### src/hcd_pkg.sv
package hcd_pkg;

    localparam logic [7:0] CH_CR  = 8'h0D;
    localparam logic [7:0] CH_LF  = 8'h0A;
    localparam logic [7:0] CH_SP  = 8'h20;
    localparam logic [7:0] CH_TAB = 8'h09;
    localparam logic [7:0] CH_SEMI = 8'h3B;

    localparam int unsigned CFG_DATA_W = 32;

    typedef enum logic [0:0] {
        REG_SIZE_LIMIT   = 1'b0,
        REG_FWD_TRAILERS = 1'b1
    } reg_index_t;

    typedef enum logic [2:0] {
        K_PAYLOAD  = 3'd0,
        K_TRAILER  = 3'd1,
        K_LINE_END = 3'd2,
        K_COMPLETE = 3'd3,
        K_FRAMING  = 3'd4,
        K_OVER     = 3'd5
    } kind_t;

    typedef enum logic [9:0] {
        PH_SIZE    = 10'b00_0000_0001,
        PH_EXT     = 10'b00_0000_0010,
        PH_HDR_LF  = 10'b00_0000_0100,
        PH_DATA    = 10'b00_0000_1000,
        PH_DATA_CR = 10'b00_0001_0000,
        PH_DATA_LF = 10'b00_0010_0000,
        PH_TRAILER = 10'b00_0100_0000,
        PH_TRL_LF  = 10'b00_1000_0000,
        PH_DONE    = 10'b01_0000_0000,
        PH_ERROR   = 10'b10_0000_0000
    } phase_t;

    typedef struct packed {
        logic [7:0] data;
        logic       first;
    } in_item_t;

    typedef struct packed {
        logic [7:0] data;
        kind_t      kind;
    } result_t;

    // bit 4 set when the byte is a hex digit, low nibble is its value
    function automatic logic [4:0] hex_decode(input logic [7:0] c);
        logic [4:0] r;
        r = 5'd0;
        if (c >= 8'h30 && c <= 8'h39)
        begin
            r = {1'b1, c[3:0]};
        end
        else if ((c >= 8'h61 && c <= 8'h66) || (c >= 8'h41 && c <= 8'h46))
        begin
            r = {1'b1, c[3:0] + 4'd9};
        end
        return r;
    endfunction

endpackage

### src/hcd_in_reg.sv
module hcd_in_reg (
    input  logic              clk,
    input  logic              rst_n,
    input  logic              in_valid,
    output logic              in_ready,
    input  hcd_pkg::in_item_t in_item,
    input  logic              take,
    output logic              held_valid,
    output hcd_pkg::in_item_t held_item
);
    import hcd_pkg::*;

    logic     valid_reg;
    logic     valid_next;
    in_item_t item_reg;

    assign in_ready   = !valid_reg || take;
    assign held_valid = valid_reg;
    assign held_item  = item_reg;

    always_comb
    begin
        valid_next = valid_reg;
        if (in_valid && in_ready)
        begin
            valid_next = 1'b1;
        end
        else if (take)
        begin
            valid_next = 1'b0;
        end
    end

    always_ff @(posedge clk or negedge rst_n)
    begin
        if (!rst_n)
        begin
            valid_reg <= 1'b0;
        end
        else
        begin
            valid_reg <= valid_next;
        end
    end

    always_ff @(posedge clk)
    begin
        if (in_valid && in_ready)
        begin
            item_reg <= in_item;
        end
    end

endmodule

### src/hcd_parser.sv
module hcd_parser #(
    parameter int unsigned SIZE_BITS = 32
) (
    input  logic                                clk,
    input  logic                                rst_n,
    input  logic                                take,
    input  hcd_pkg::in_item_t                   item,
    input  logic [hcd_pkg::CFG_DATA_W-1:0]      size_limit,
    input  logic                                forward_trailers,
    output logic                                res_valid,
    output hcd_pkg::result_t                    res,
    output hcd_pkg::phase_t                     phase
);
    import hcd_pkg::*;

    localparam int unsigned LIM_W = (SIZE_BITS > CFG_DATA_W) ? SIZE_BITS : CFG_DATA_W;

    phase_t               phase_reg, phase_next;
    logic [SIZE_BITS-1:0] chunk_reg, chunk_next;
    logic [3:0]           digits_reg, digits_next;
    logic                 empty_reg, empty_next;

    phase_t               eff_phase;
    logic [SIZE_BITS-1:0] eff_chunk;
    logic [3:0]           eff_digits;
    logic                 eff_empty;

    logic [LIM_W-1:0]     lim_wide;
    logic [SIZE_BITS-1:0] lim;
    logic [SIZE_BITS-1:0] shifted;
    logic [SIZE_BITS-1:0] chunk_dec;
    logic [4:0]           hex;
    logic [7:0]           c;

    assign phase = phase_reg;
    assign c     = item.data;
    assign hex   = hex_decode(c);

    // effective limit is the smaller of the register and what the counter holds
    assign lim_wide = (LIM_W'(size_limit) < LIM_W'({SIZE_BITS{1'b1}}))
                      ? LIM_W'(size_limit) : LIM_W'({SIZE_BITS{1'b1}});
    assign lim       = lim_wide[SIZE_BITS-1:0];
    assign shifted   = {eff_chunk[SIZE_BITS-5:0], hex[3:0]};
    assign chunk_dec = eff_chunk - SIZE_BITS'(1);

    always_comb
    begin
        eff_phase  = item.first ? PH_SIZE : phase_reg;
        eff_chunk  = item.first ? '0 : chunk_reg;
        eff_digits = item.first ? 4'd0 : digits_reg;
        eff_empty  = item.first ? 1'b1 : empty_reg;
    end

    always_comb
    begin
        phase_next  = eff_phase;
        chunk_next  = eff_chunk;
        digits_next = eff_digits;
        empty_next  = eff_empty;
        res_valid   = 1'b0;
        res.data    = 8'd0;
        res.kind    = K_PAYLOAD;
        case (eff_phase)
            PH_SIZE:
            begin
                if (hex[4])
                begin
                    if (eff_chunk > (lim >> 4) || shifted > lim)
                    begin
                        phase_next = PH_ERROR;
                        res_valid  = 1'b1;
                        res.kind   = K_OVER;
                    end
                    else
                    begin
                        chunk_next = shifted;
                        if (eff_digits != 4'hF)
                        begin
                            digits_next = eff_digits + 4'd1;
                        end
                    end
                end
                else if (eff_digits == 4'd0)
                begin
                    phase_next = PH_ERROR;
                    res_valid  = 1'b1;
                    res.kind   = K_FRAMING;
                end
                else if (c inside {CH_SP, CH_TAB, CH_SEMI})
                begin
                    phase_next = PH_EXT;
                end
                else if (c == CH_CR)
                begin
                    phase_next = PH_HDR_LF;
                end
                else
                begin
                    phase_next = PH_ERROR;
                    res_valid  = 1'b1;
                    res.kind   = K_FRAMING;
                end
            end
            PH_EXT:
            begin
                if (c == CH_CR)
                begin
                    phase_next = PH_HDR_LF;
                end
            end
            PH_HDR_LF:
            begin
                if (c != CH_LF)
                begin
                    phase_next = PH_ERROR;
                    res_valid  = 1'b1;
                    res.kind   = K_FRAMING;
                end
                else if (eff_chunk == '0)
                begin
                    phase_next = PH_TRAILER;
                    empty_next = 1'b1;
                end
                else
                begin
                    phase_next = PH_DATA;
                end
            end
            PH_DATA:
            begin
                chunk_next = chunk_dec;
                if (chunk_dec == '0)
                begin
                    phase_next = PH_DATA_CR;
                end
                res_valid = 1'b1;
                res.data  = c;
                res.kind  = K_PAYLOAD;
            end
            PH_DATA_CR:
            begin
                if (c != CH_CR)
                begin
                    phase_next = PH_ERROR;
                    res_valid  = 1'b1;
                    res.kind   = K_FRAMING;
                end
                else
                begin
                    phase_next = PH_DATA_LF;
                end
            end
            PH_DATA_LF:
            begin
                if (c != CH_LF)
                begin
                    phase_next = PH_ERROR;
                    res_valid  = 1'b1;
                    res.kind   = K_FRAMING;
                end
                else
                begin
                    phase_next  = PH_SIZE;
                    chunk_next  = '0;
                    digits_next = 4'd0;
                end
            end
            PH_TRAILER:
            begin
                if (c == CH_CR)
                begin
                    phase_next = PH_TRL_LF;
                end
                else
                begin
                    empty_next = 1'b0;
                    res_valid  = forward_trailers;
                    res.data   = c;
                    res.kind   = K_TRAILER;
                end
            end
            PH_TRL_LF:
            begin
                if (c != CH_LF)
                begin
                    phase_next = PH_ERROR;
                    res_valid  = 1'b1;
                    res.kind   = K_FRAMING;
                end
                else if (eff_empty)
                begin
                    phase_next = PH_DONE;
                    res_valid  = 1'b1;
                    res.kind   = K_COMPLETE;
                end
                else
                begin
                    empty_next = 1'b1;
                    phase_next = PH_TRAILER;
                    res_valid  = forward_trailers;
                    res.kind   = K_LINE_END;
                end
            end
            default:
            begin
                res_valid = 1'b0;
            end
        endcase
    end

    always_ff @(posedge clk or negedge rst_n)
    begin
        if (!rst_n)
        begin
            phase_reg  <= PH_SIZE;
            chunk_reg  <= '0;
            digits_reg <= 4'd0;
            empty_reg  <= 1'b1;
        end
        else if (take)
        begin
            phase_reg  <= phase_next;
            chunk_reg  <= chunk_next;
            digits_reg <= digits_next;
            empty_reg  <= empty_next;
        end
    end

endmodule

### src/hcd_out_reg.sv
module hcd_out_reg (
    input  logic             clk,
    input  logic             rst_n,
    input  logic             load,
    input  hcd_pkg::result_t res,
    output logic             advance,
    output logic             out_valid,
    input  logic             out_ready,
    output hcd_pkg::result_t out_res
);
    import hcd_pkg::*;

    logic    valid_reg;
    logic    valid_next;
    result_t res_reg;

    // the stage can take a new result when empty or being drained this cycle
    assign advance   = !valid_reg || out_ready;
    assign out_valid = valid_reg;
    assign out_res   = res_reg;

    always_comb
    begin
        valid_next = valid_reg;
        if (load)
        begin
            valid_next = 1'b1;
        end
        else if (out_ready)
        begin
            valid_next = 1'b0;
        end
    end

    always_ff @(posedge clk or negedge rst_n)
    begin
        if (!rst_n)
        begin
            valid_reg <= 1'b0;
        end
        else
        begin
            valid_reg <= valid_next;
        end
    end

    always_ff @(posedge clk)
    begin
        if (load)
        begin
            res_reg <= res;
        end
    end

endmodule

### src/http_chunked_deframer.sv
// Byte-serial decoder for an HTTP/1.1 chunked body. An item is registered on entry,
// parsed by the size/phase logic when it is taken from that register, and its result,
// if any, lands in the output register; a new byte is taken every cycle while out_ready
// holds. Payload bytes come out as kind 0, trailer bytes and line ends as kinds 1 and 2
// (dropped when forward_trailers is 0), then one message-complete; framing faults and
// oversize chunks report once and the parser then ignores bytes until first_byte marks a
// new body. Chunk sizes are held in SIZE_BITS bits and checked against size_limit digit
// by digit.
module http_chunked_deframer #(
    parameter int unsigned SIZE_BITS = 32
) (
    input  logic                               clk,
    input  logic                               rst_n,
    input  logic                               cfg_we,
    input  logic [0:0]                         cfg_index,
    input  logic [hcd_pkg::CFG_DATA_W-1:0]     cfg_data,
    input  logic                               in_valid,
    output logic                               in_ready,
    input  logic [7:0]                         in_byte,
    input  logic                               first_byte,
    output logic                               out_valid,
    input  logic                               out_ready,
    output logic [7:0]                         out_byte,
    output hcd_pkg::kind_t                     kind
);
    import hcd_pkg::*;

    logic [CFG_DATA_W-1:0] size_limit_reg;
    logic                  fwd_reg;

    in_item_t in_item;
    in_item_t held_item;
    logic     held_valid;
    logic     advance;
    logic     take;
    logic     res_valid;
    result_t  res;
    result_t  out_res;
    phase_t   phase;

    assign in_item.data  = in_byte;
    assign in_item.first = first_byte;
    assign take          = held_valid && advance;
    assign out_byte      = out_res.data;
    assign kind          = out_res.kind;

    always_ff @(posedge clk or negedge rst_n)
    begin
        if (!rst_n)
        begin
            size_limit_reg <= '1;
            fwd_reg        <= 1'b1;
        end
        else if (cfg_we)
        begin
            case (reg_index_t'(cfg_index))
                REG_SIZE_LIMIT:   size_limit_reg <= cfg_data;
                REG_FWD_TRAILERS: fwd_reg        <= cfg_data[0];
                default:          fwd_reg        <= fwd_reg;
            endcase
        end
    end

    hcd_in_reg u_in_reg (
        .clk        (clk),
        .rst_n      (rst_n),
        .in_valid   (in_valid),
        .in_ready   (in_ready),
        .in_item    (in_item),
        .take       (take),
        .held_valid (held_valid),
        .held_item  (held_item)
    );

    hcd_parser #(
        .SIZE_BITS (SIZE_BITS)
    ) u_parser (
        .clk              (clk),
        .rst_n            (rst_n),
        .take             (take),
        .item             (held_item),
        .size_limit       (size_limit_reg),
        .forward_trailers (fwd_reg),
        .res_valid        (res_valid),
        .res              (res),
        .phase            (phase)
    );

    hcd_out_reg u_out_reg (
        .clk       (clk),
        .rst_n     (rst_n),
        .load      (take && res_valid),
        .res       (res),
        .advance   (advance),
        .out_valid (out_valid),
        .out_ready (out_ready),
        .out_res   (out_res)
    );

    // a draining output never holds back the input side
    a_ready_chain: assert property (@(posedge clk) disable iff (!rst_n)
        out_ready |-> in_ready)
        else $error("input stalled while output drains");

    // after an error or completion nothing comes out until a new body starts
    a_quiet_after_end: assert property (@(posedge clk) disable iff (!rst_n)
        take && !held_item.first && (phase == PH_ERROR || phase == PH_DONE)
        |=> $stable(out_res) || !out_valid || $past(out_ready))
        else $error("result produced after end of message");

    a_no_result_when_ended: assert property (@(posedge clk) disable iff (!rst_n)
        take && !held_item.first && (phase == PH_ERROR || phase == PH_DONE) |-> !res_valid)
        else $error("parser emitted a result in a terminal phase");

    // status-only kinds carry a zero byte
    a_status_zero: assert property (@(posedge clk) disable iff (!rst_n)
        res_valid && (res.kind == K_LINE_END || res.kind == K_COMPLETE
                      || res.kind == K_FRAMING || res.kind == K_OVER)
        |-> res.data == 8'd0)
        else $error("status result with nonzero byte");

endmodule

### config.mk
export PLATFORM = sky130hd
export DESIGN_NAME = http_chunked_deframer
export DESIGN_NICKNAME = d
export VERILOG_FILES = /design/src/hcd_pkg.sv /design/src/hcd_in_reg.sv /design/src/hcd_parser.sv /design/src/hcd_out_reg.sv /design/src/http_chunked_deframer.sv
export SDC_FILE = /design/constraint.sdc
export NUM_CORES = 1
export LEC_CHECK = 0
export ABC_AREA = 1
export BUFFER_PORTS_ARGS = -buffer_cell sky130_fd_sc_hd__buf_2
export CAP_MARGIN = 0
export CORE_UTILIZATION = 59
export DETAILED_ROUTE_END_ITERATION = 8
export PLACE_DENSITY = 0.78
export SLEW_MARGIN = 20
export SYNTH_ARGS = -nofsm -noshare
export SYNTH_HDL_FRONTEND = slang
export SYNTH_SLANG_ARGS = --single-unit
### constraint.sdc
create_clock -name clk -period 5 [get_ports clk]
set_input_delay 0.75 -clock clk [delete_from_list [all_inputs] [get_ports clk]]
set_output_delay 0.75 -clock clk [all_outputs]
set_load 0.005 [all_outputs]
* Yosys cells after proc, flatten, opt, wreduce, memory -nomap -nowiden
Index checks and enable logic that the tools add are counted.
** Word-level totals
- Register bits :: 102
- Input port bits :: 47
- Output and inout port bits :: 13
- Logic and storage cells :: 124
** Operators by class
- $add $sub $neg :: 3
- Magnitude comparators :: 9
- Eq/ne operators :: 15
- Mux-type cells :: 63
- Bitwise logic cells :: 1
- Reduce and logical (&&, ||, !) cells :: 21
** Operators by type and width (count)
- two-way mux 32 bit :: 5
- two-way mux 10 bit :: 13
- one-hot mux 32 bit (3 select lines) :: 1
- one-hot mux 10 bit (8 select lines) :: 1
- logical NOT 32 bit :: 2
- > comparator 32 x 28 -> 1 bit :: 1
- > comparator 32 bit :: 1
- < comparator 32 bit, second input constant :: 1
- subtractor 32 x 1 -> 32 bit, second input constant :: 1
- two-way mux 3 bit :: 8
- two-way mux 1 bit :: 20
- two-way mux 4 bit :: 5
- == test 8 x 4 -> 1 bit, second input constant :: 2
- == test 8 x 6 -> 1 bit, second input constant :: 2
- greater-or-equal comparator 8 x 7 -> 1 bit, second input constant :: 2
- <= comparator 8 x 7 -> 1 bit, second input constant :: 2
- != test 8 x 4 -> 1 bit, second input constant :: 2
- one-hot mux 8 bit (2 select lines) :: 1
- one-hot mux 3 bit (5 select lines) :: 1
- two-way mux 11 bit :: 1
- == test 10 x 1 -> 1 bit, second input constant :: 1
- == test 10 x 2 -> 1 bit, second input constant :: 1
- == test 10 x 3 -> 1 bit, second input constant :: 1
- == test 10 x 4 -> 1 bit, second input constant :: 1
- 24 further kinds :: 36

* Depth between registers and ports, before layout
- Word-level depth :: 12
- Mapped depth :: 26
- Depth with buffers taken out :: 26

* Modules after synthesis
Synthesis repeated with hierarchy kept, for this count alone.
** Second synthesis, totals
- Cell total of the unflattened synthesis :: 1359
- Area, all modules :: 8809.7 um2
** Modules (own cells, without submodules)
- hcd_parser :: times used 1, cells each 1179, area an instance 6726.5 um2, seq. area each 1178.6 um2
- http_chunked_deframer :: times used 1, cells each 149, area an instance 1392.6 um2, seq. area each 867.1 um2
- hcd_out_reg :: times used 1, cells each 16, area an instance 375.4 um2, seq. area each 355.3 um2
- hcd_in_reg :: times used 1, cells each 15, area an instance 315.3 um2, seq. area each 295.3 um2

* Least setup slack after synthesis
Ideal clock, no wire load.
- Kind :: reg-to-reg
- Start point :: register u_in_reg.item_reg (netlist bit u_in_reg.held_item[1])
- End point :: register u_out_reg.res_reg (netlist bit u_out_reg.out_res[0]) (enable)
- Library setup time :: 0.378 ns
- Data arrival time :: 3.370 ns
- Data required time :: 4.622 ns
- Path slack :: 1.251 ns
- Cell stages (with the launch flop) :: 24
- Path buffers :: 2
- Clock period less this slack :: 3.749 ns
- Path through :: edfxtp_1 inv_1 ha_1 a21oi_1 nand2_1 nand2_1 nand2_1 clkbuf_1 inv_1 nor2_1 ha_1 nand2_1 o21ai_0 nand2_1 nand2_1 nand2_1 nand2_1 nand2_1 nand2_1 nand2_1 nand3_4 buf_4 a21oi_1 nor2_1
** Between the ends
- Longest elaborated chain between the ends :: 11
- Elaborated cells on any way between the ends :: 33
- Classes of those cells :: add/sub: 1; order compare: 7; eq/ne: 6; mux: 12; reduce/logical: 7
** RTL lines
- start: declaration :: RTL line hcd_in_reg.sv:15 : in_item_t item_reg;
- start signal: assignment :: RTL line hcd_in_reg.sv:50 : item_reg <= in_item;
- greater-or-equal comparator 8 x 7 -> 1 bit / <= comparator 8 x 7 -> 1 bit (equally long branches) :: RTL line hcd_pkg.sv:56 : else if ((c >= 8'h61 && c <= 8'h66) || (c >= 8'h41 && c <= 8'h46))
- logical AND 1 bit :: RTL line hcd_pkg.sv:56
- logical OR 1 bit :: RTL line hcd_pkg.sv:56
- two-way mux 5 bit :: RTL line hcd_pkg.sv:56
- two-way mux 5 bit :: RTL line hcd_pkg.sv:52 : if (c >= 8'h30 && c <= 8'h39)
- > comparator 32 bit :: RTL line hcd_parser.sv:68 : if (eff_chunk > (lim >> 4) || shifted > lim)
- logical OR 1 bit :: RTL line hcd_parser.sv:68
- two-way mux 1 bit :: RTL line hcd_parser.sv:68
- two-way mux 1 bit :: RTL line hcd_parser.sv:66 : if (hex[4])
- one-hot mux 1 bit (6 select lines) (*) :: RTL line hcd_parser.sv:63 : case (eff_phase)
- logical AND 1 bit (*) :: RTL line http_chunked_deframer.sv:92 : .load (take && res_valid),
- named net u_out_reg.load :: RTL line hcd_out_reg.sv:4 : input logic load,
- end signal: assignment :: RTL line hcd_out_reg.sv:51 : res_reg <= res;
- end: declaration :: RTL line hcd_out_reg.sv:15 : result_t res_reg;
Mark *: on every way through the listed nets, which the timed path passes. The rest lies on a longest branch.
A chain may end at the register's enable or synchronous reset.

* Final worst setup path
- Start point :: register u_in_reg.item_reg (netlist bit u_in_reg.held_item[0])
- End point :: register u_parser.chunk_reg[6]
** Between the ends
- Longest elaborated chain between the ends :: 6
- Elaborated cells on any way between the ends :: 13
- Classes of those cells :: add/sub: 1; order compare: 2; eq/ne: 3; mux: 6; reduce/logical: 1
** RTL lines
- two-way mux 32 bit :: RTL line hcd_parser.sv:49 : eff_chunk = item.first ? '0 : chunk_reg;
- > comparator 32 x 28 -> 1 bit / > comparator 32 bit (equally long branches) :: RTL line hcd_parser.sv:68
- logical OR 1 bit :: RTL line hcd_parser.sv:68
- two-way mux 32 bit :: RTL line hcd_parser.sv:68
- two-way mux 32 bit :: RTL line hcd_parser.sv:66
- one-hot mux 32 bit (3 select lines) (*) :: RTL line hcd_parser.sv:63
- end signal: assignment :: RTL line hcd_parser.sv:223 : chunk_reg <= chunk_next;
- end: declaration :: RTL line hcd_parser.sv:19 : logic [SIZE_BITS-1:0] chunk_reg, chunk_next;
Every way passes the cells marked *; elsewhere a longest branch is shown, timed or not.

==> impl_metrics.xml <==
<?xml version="1.0" encoding="UTF-8"?>
<metrics>
  <group name="synth">
    <metric name="mappedNetlistNets" unit="">1419</metric>
    <metric name="synth_seq_cells" unit="">102</metric>
    <metric name="synth-simple-area-share" unit="%">39.1</metric>
    <metric name="synth_area_leaders" unit="">sky130_fd_sc_hd__nand2_1 19%, sky130_fd_sc_hd__dfrtp_1 14%, sky130_fd_sc_hd__dfstp_2 11%</metric>
    <metric name="synth.cells.most_frequent" unit="">432 x sky130_fd_sc_hd__nand2_1, 153 x sky130_fd_sc_hd__inv_1, 133 x sky130_fd_sc_hd__nor2_1, 92 x sky130_fd_sc_hd__a21oi_1, 89 x sky130_fd_sc_hd__nand3_1</metric>
    <metric name="asyncSetResetFlopFracSynth" unit="%">80.4</metric>
    <metric name="post-synth-top-area-cell" unit="">sky130_fd_sc_hd__nand2_1</metric>
    <metric name="yosys.cell_types.count" unit="">47</metric>
    <metric name="postSynthCellCount" unit="">1330</metric>
    <metric name="synth.avg_cell_area" unit="sq um">6.53</metric>
    <metric name="synth-compound-area-share" unit="%">12.4</metric>
    <metric name="synth_fa_ha_area_share" unit="%">6.05</metric>
    <metric name="synth_mux_area_share" unit="%">0</metric>
    <metric name="ys.flop_type" unit="">sky130_fd_sc_hd__dfrtp_1</metric>
    <metric name="synth-edff-count" unit="">20</metric>
    <metric name="synth_sequential_area_ratio" unit="%">31.0</metric>
    <metric name="most_instantiated_library_cell_after_synthesis" unit="">sky130_fd_sc_hd__nand2_1</metric>
    <metric name="synth.top_cell.area_share" unit="%">18.7</metric>
    <metric name="synth_xor_xnor_area_share" unit="%">0.908</metric>
    <metric name="dominant_combinational_cell_family_by_area_after_synthesis" unit="">simple AND/OR/NAND/NOR gates</metric>
    <metric name="syn-cell-area" unit="sq um">8690</metric>
    <metric name="ys.warnings.count" unit="">0</metric>
  </group>
  <group name="timing">
    <metric name="setup_viol" unit="">0</metric>
    <metric name="timing.final.crit_share" unit="%">80.7</metric>
    <metric name="hold_viol" unit="">0</metric>
    <metric name="measured_slew_at_the_worst_slew_check_pin" unit="ps">1050</metric>
    <metric name="timing.slew.headroom" unit="%">29.7</metric>
    <metric name="skew" unit="ps">8.87</metric>
    <metric name="timing.final.ws_setup" unit="ps">967</metric>
    <metric name="grt_setup_unrepaired" unit="">no</metric>
    <metric name="hold_slack" unit="ps">369</metric>
    <metric name="finalWorstPathRequiredPeriod" unit="ps">4030</metric>
    <metric name="final-max-slew-violation-count" unit="">0</metric>
    <metric name="setup_total_negative_slack" unit="ps">0</metric>
    <metric name="fmax" unit="MHz">248</metric>
  </group>
  <group name="route">
    <metric name="first_pass_iters" unit="">5</metric>
    <metric name="drt_iter0_drc" unit="">1157</metric>
    <metric name="detail_route.wl_per_cell" unit="um">17.0</metric>
    <metric name="m1_wire_length" unit="mm">11.2</metric>
    <metric name="met2_wire_length" unit="mm">11.6</metric>
    <metric name="finalWirelength" unit="mm">26.2</metric>
    <metric name="detail_route.vias_per_cell" unit="">5.90</metric>
    <metric name="count_of_vias_placed_by_the_detailed_router" unit="">9102</metric>
    <metric name="route.antenna.remaining_nets" unit="">0</metric>
    <metric name="met3RoutedLength" unit="mm">2.51</metric>
    <metric name="post-route-drc-count" unit="">0</metric>
    <metric name="topRoutingLayerUsed" unit="">met4</metric>
  </group>
  <group name="critical_path">
    <metric name="reg2reg_setup_slack" unit="ps">970</metric>
    <metric name="cp.arrival" unit="ps">4340</metric>
    <metric name="reg2regPathDepth" unit="">16</metric>
    <metric name="worst_r2r_endpoint" unit="">u_parser.chunk_reg[6]$_DFFE_PN0P_</metric>
    <metric name="setup.worst_path.class" unit="">register to register</metric>
    <metric name="worst-endpoint-required" unit="ps">5310</metric>
    <metric name="critical_path.endpoint_type" unit="">register</metric>
    <metric name="regToRegStartpoint" unit="">u_in_reg.held_item[0]$_DFFE_PP_</metric>
    <metric name="timing.critical_path.from_type" unit="">register</metric>
    <metric name="path_max_fanout" unit="">55</metric>
  </group>
  <group name="cells_and_area">
    <metric name="synthToLayoutAreaGrowth" unit="%">6.99</metric>
    <metric name="post_route_cells_drive_above_1_share" unit="%">14.1</metric>
    <metric name="ff_latch_area" unit="sq um">2700</metric>
    <metric name="fillCellCount" unit="">1318</metric>
    <metric name="diodes" unit="">0</metric>
    <metric name="num-nets-final" unit="">1448</metric>
    <metric name="multi_input_combinational_cell_area" unit="sq um">5080</metric>
  </group>
  <group name="floorplanning">
    <metric name="std_cell_rows" unit="">43</metric>
    <metric name="floorplan.die.height" unit="um">123</metric>
    <metric name="boundaryPins" unit="">60</metric>
    <metric name="core" unit="sq um">14100</metric>
    <metric name="initial_core_util" unit="%">61.6</metric>
    <metric name="dieWidth" unit="um">123</metric>
    <metric name="dieArea" unit="sq um">15200</metric>
  </group>
  <group name="placement">
    <metric name="post-place-ws" unit="ps">1180</metric>
    <metric name="detailedPlacementHpwl" unit="mm">18.4</metric>
    <metric name="io_buffers" unit="">59</metric>
    <metric name="place_congestion" unit="">0.948</metric>
  </group>
  <group name="pwr">
    <metric name="power_per_cell_area" unit="nW/um^2">480</metric>
    <metric name="worst_vdd_drop" unit="mV">0.243</metric>
    <metric name="power_leakage" unit="nW">5.16</metric>
  </group>
  <group name="global_route">
    <metric name="track_usage" unit="%">35.8</metric>
    <metric name="grt_pass1_wl" unit="mm">41.3</metric>
    <metric name="grt-ovfl-total" unit="">0</metric>
    <metric name="via_count_of_the_first_global_routing_pass" unit="">8065</metric>
    <metric name="antenna_found_initial" unit="">0</metric>
    <metric name="grt_max_degree" unit="">65</metric>
  </group>
  <group name="min_path">
    <metric name="hold_path_class" unit="">input pin to async pin</metric>
  </group>
  <group name="clocking">
    <metric name="number_of_cts_inserted_buffers" unit="">9</metric>
    <metric name="clock_tree.htree_level_count" unit="">3</metric>
    <metric name="clock_path_buffers" unit="">2</metric>
    <metric name="postCtsSetupBuffers" unit="">0</metric>
    <metric name="cts-hold-fix-buffers" unit="">0</metric>
    <metric name="clkSinkCount" unit="">102</metric>
    <metric name="cts_tree" unit="">built</metric>
    <metric name="ctsResizeCount" unit="">0</metric>
    <metric name="clk_transition_reported_paths" unit="ps">80</metric>
    <metric name="cts_root_buf" unit="">sky130_fd_sc_hd__clkbuf_16</metric>
    <metric name="clk_latency" unit="ps">370</metric>
  </group>
  <group name="status">
    <metric name="status" unit="">finished clean</metric>
  </group>
  <group name="flow_run">
    <metric name="drv.max_cap_violation_count" unit="">0</metric>
  </group>
</metrics>
[power breakdown]
group          leakage, nW  switching, mW  internal, mW
logic                 3.86           1.73         0.736
registers             1.16          0.181          1.09
clock network        0.145          0.369         0.354
total                 5.16           2.28          2.18
[cells in the final DEF (no fill, tap or decap), drive strengths merged]
cell,count
nand3,92
and3,1
o41ai,1
a21o,1
clkbuf,10
a21oi,92
dfstp,35
edfxtp,20
o21ai,49
a31oi,6
inv,166
a22oi,1
xor2,9
nand2,456
clkinv,1
dfrtp,47
o21a,3
or2,7
nor3,16
ha,42
nor4,4
o22ai,4
a221oi,7
nor2,153
nand4,45
o22a,1
o221ai,2
o2111ai,1
a211oi,7
o211ai,13
nand3b,1
buf,71
[kinds of logic (layout without fill, tap and decap cells)]
kind of cell,after synthesis,in the layout
AO/OA/AOI/OAI,188,188
XOR/XNOR,9,9
adder cells (fa/ha/maj),42,42
buffers and inverters,214,248
flip-flops,102,102
AND/OR/NAND/NOR,775,775
[per-layer routing]
| metal | vias up | track usage [%] |
|---|---|---|
| li1 | 4382 | - |
| met1 | 4092 | 49.0 |
| met2 | 537 | 55.2 |
| met3 | 91 | 7.38 |
| met4 | 0 | 13.8 |
| met5 | - | 0 |
[area by class of cell]
cell class / instances / area share, %
repair buffers: 71 / 4.17
clock inverters: 6 / 0.673
multi-input cells: 1014 / 54.7
clock buffers: 10 / 2.46
inverters: 161 / 6.53
well taps: 180 / 2.42
flip-flops and latches: 102 / 29.0
[how the worst max path moves through the flow]
stage / slack [ps] / to / startpoint / cells past startpoint
2_1_floorplan: 1250 / u_out_reg.out_res[0]$_DFFE_PP_ / u_in_reg.held_item[1]$_DFFE_PP_ / 23
3_3_place_gp: 1320 / u_out_reg.out_res[8]$_DFFE_PP_ / u_in_reg.held_item[0]$_DFFE_PP_ / 12
3_5_place_dp: 1180 / u_parser.chunk_reg[6]$_DFFE_PN0P_ / u_in_reg.held_item[0]$_DFFE_PP_ / 16
4_1_cts: 1140 / u_parser.chunk_reg[6]$_DFFE_PN0P_ / u_in_reg.held_item[0]$_DFFE_PP_ / 16
5_1_grt: 720 / u_out_reg.out_res[6]$_DFFE_PP_ / u_in_reg.held_item[1]$_DFFE_PP_ / 22
6_report: 970 / u_parser.chunk_reg[6]$_DFFE_PN0P_ / u_in_reg.held_item[0]$_DFFE_PP_ / 16
[stage by stage]
step | std cells | util, % | cell area [sq um] | total power, mW
finish | 1544 | 65.9 | 9290 | 4.46
global route | 1544 | 65.9 | 9290 | 4.80
CTS | 1544 | 65.9 | 9290 | 4.40
detailed placement | 1528 | 63.9 | 9000 | 3.66
global placement | 1528 | 63.9 | 9000 | 3.63
floorplan | 1330 | - | 8690 | 3.05
[worst max-delay path, cell delays in order (launching register included)]
cell	delay (ps)
sky130_fd_sc_hd__edfxtp_1	550
sky130_fd_sc_hd__inv_4	540
sky130_fd_sc_hd__nand2_1	340
sky130_fd_sc_hd__inv_1	220
sky130_fd_sc_hd__ha_1	180
sky130_fd_sc_hd__nand4_1	270
sky130_fd_sc_hd__nor3_1	300
sky130_fd_sc_hd__and3_1	240
sky130_fd_sc_hd__nand4_1	110
sky130_fd_sc_hd__nand2_2	130
sky130_fd_sc_hd__buf_4	410
sky130_fd_sc_hd__nand4_1	290
sky130_fd_sc_hd__nand2_1	130
sky130_fd_sc_hd__nand2_1	50
sky130_fd_sc_hd__nand2_1	50
sky130_fd_sc_hd__nand2_1	50
sky130_fd_sc_hd__nand2_1	60
(Power assumes the default switching activity.)
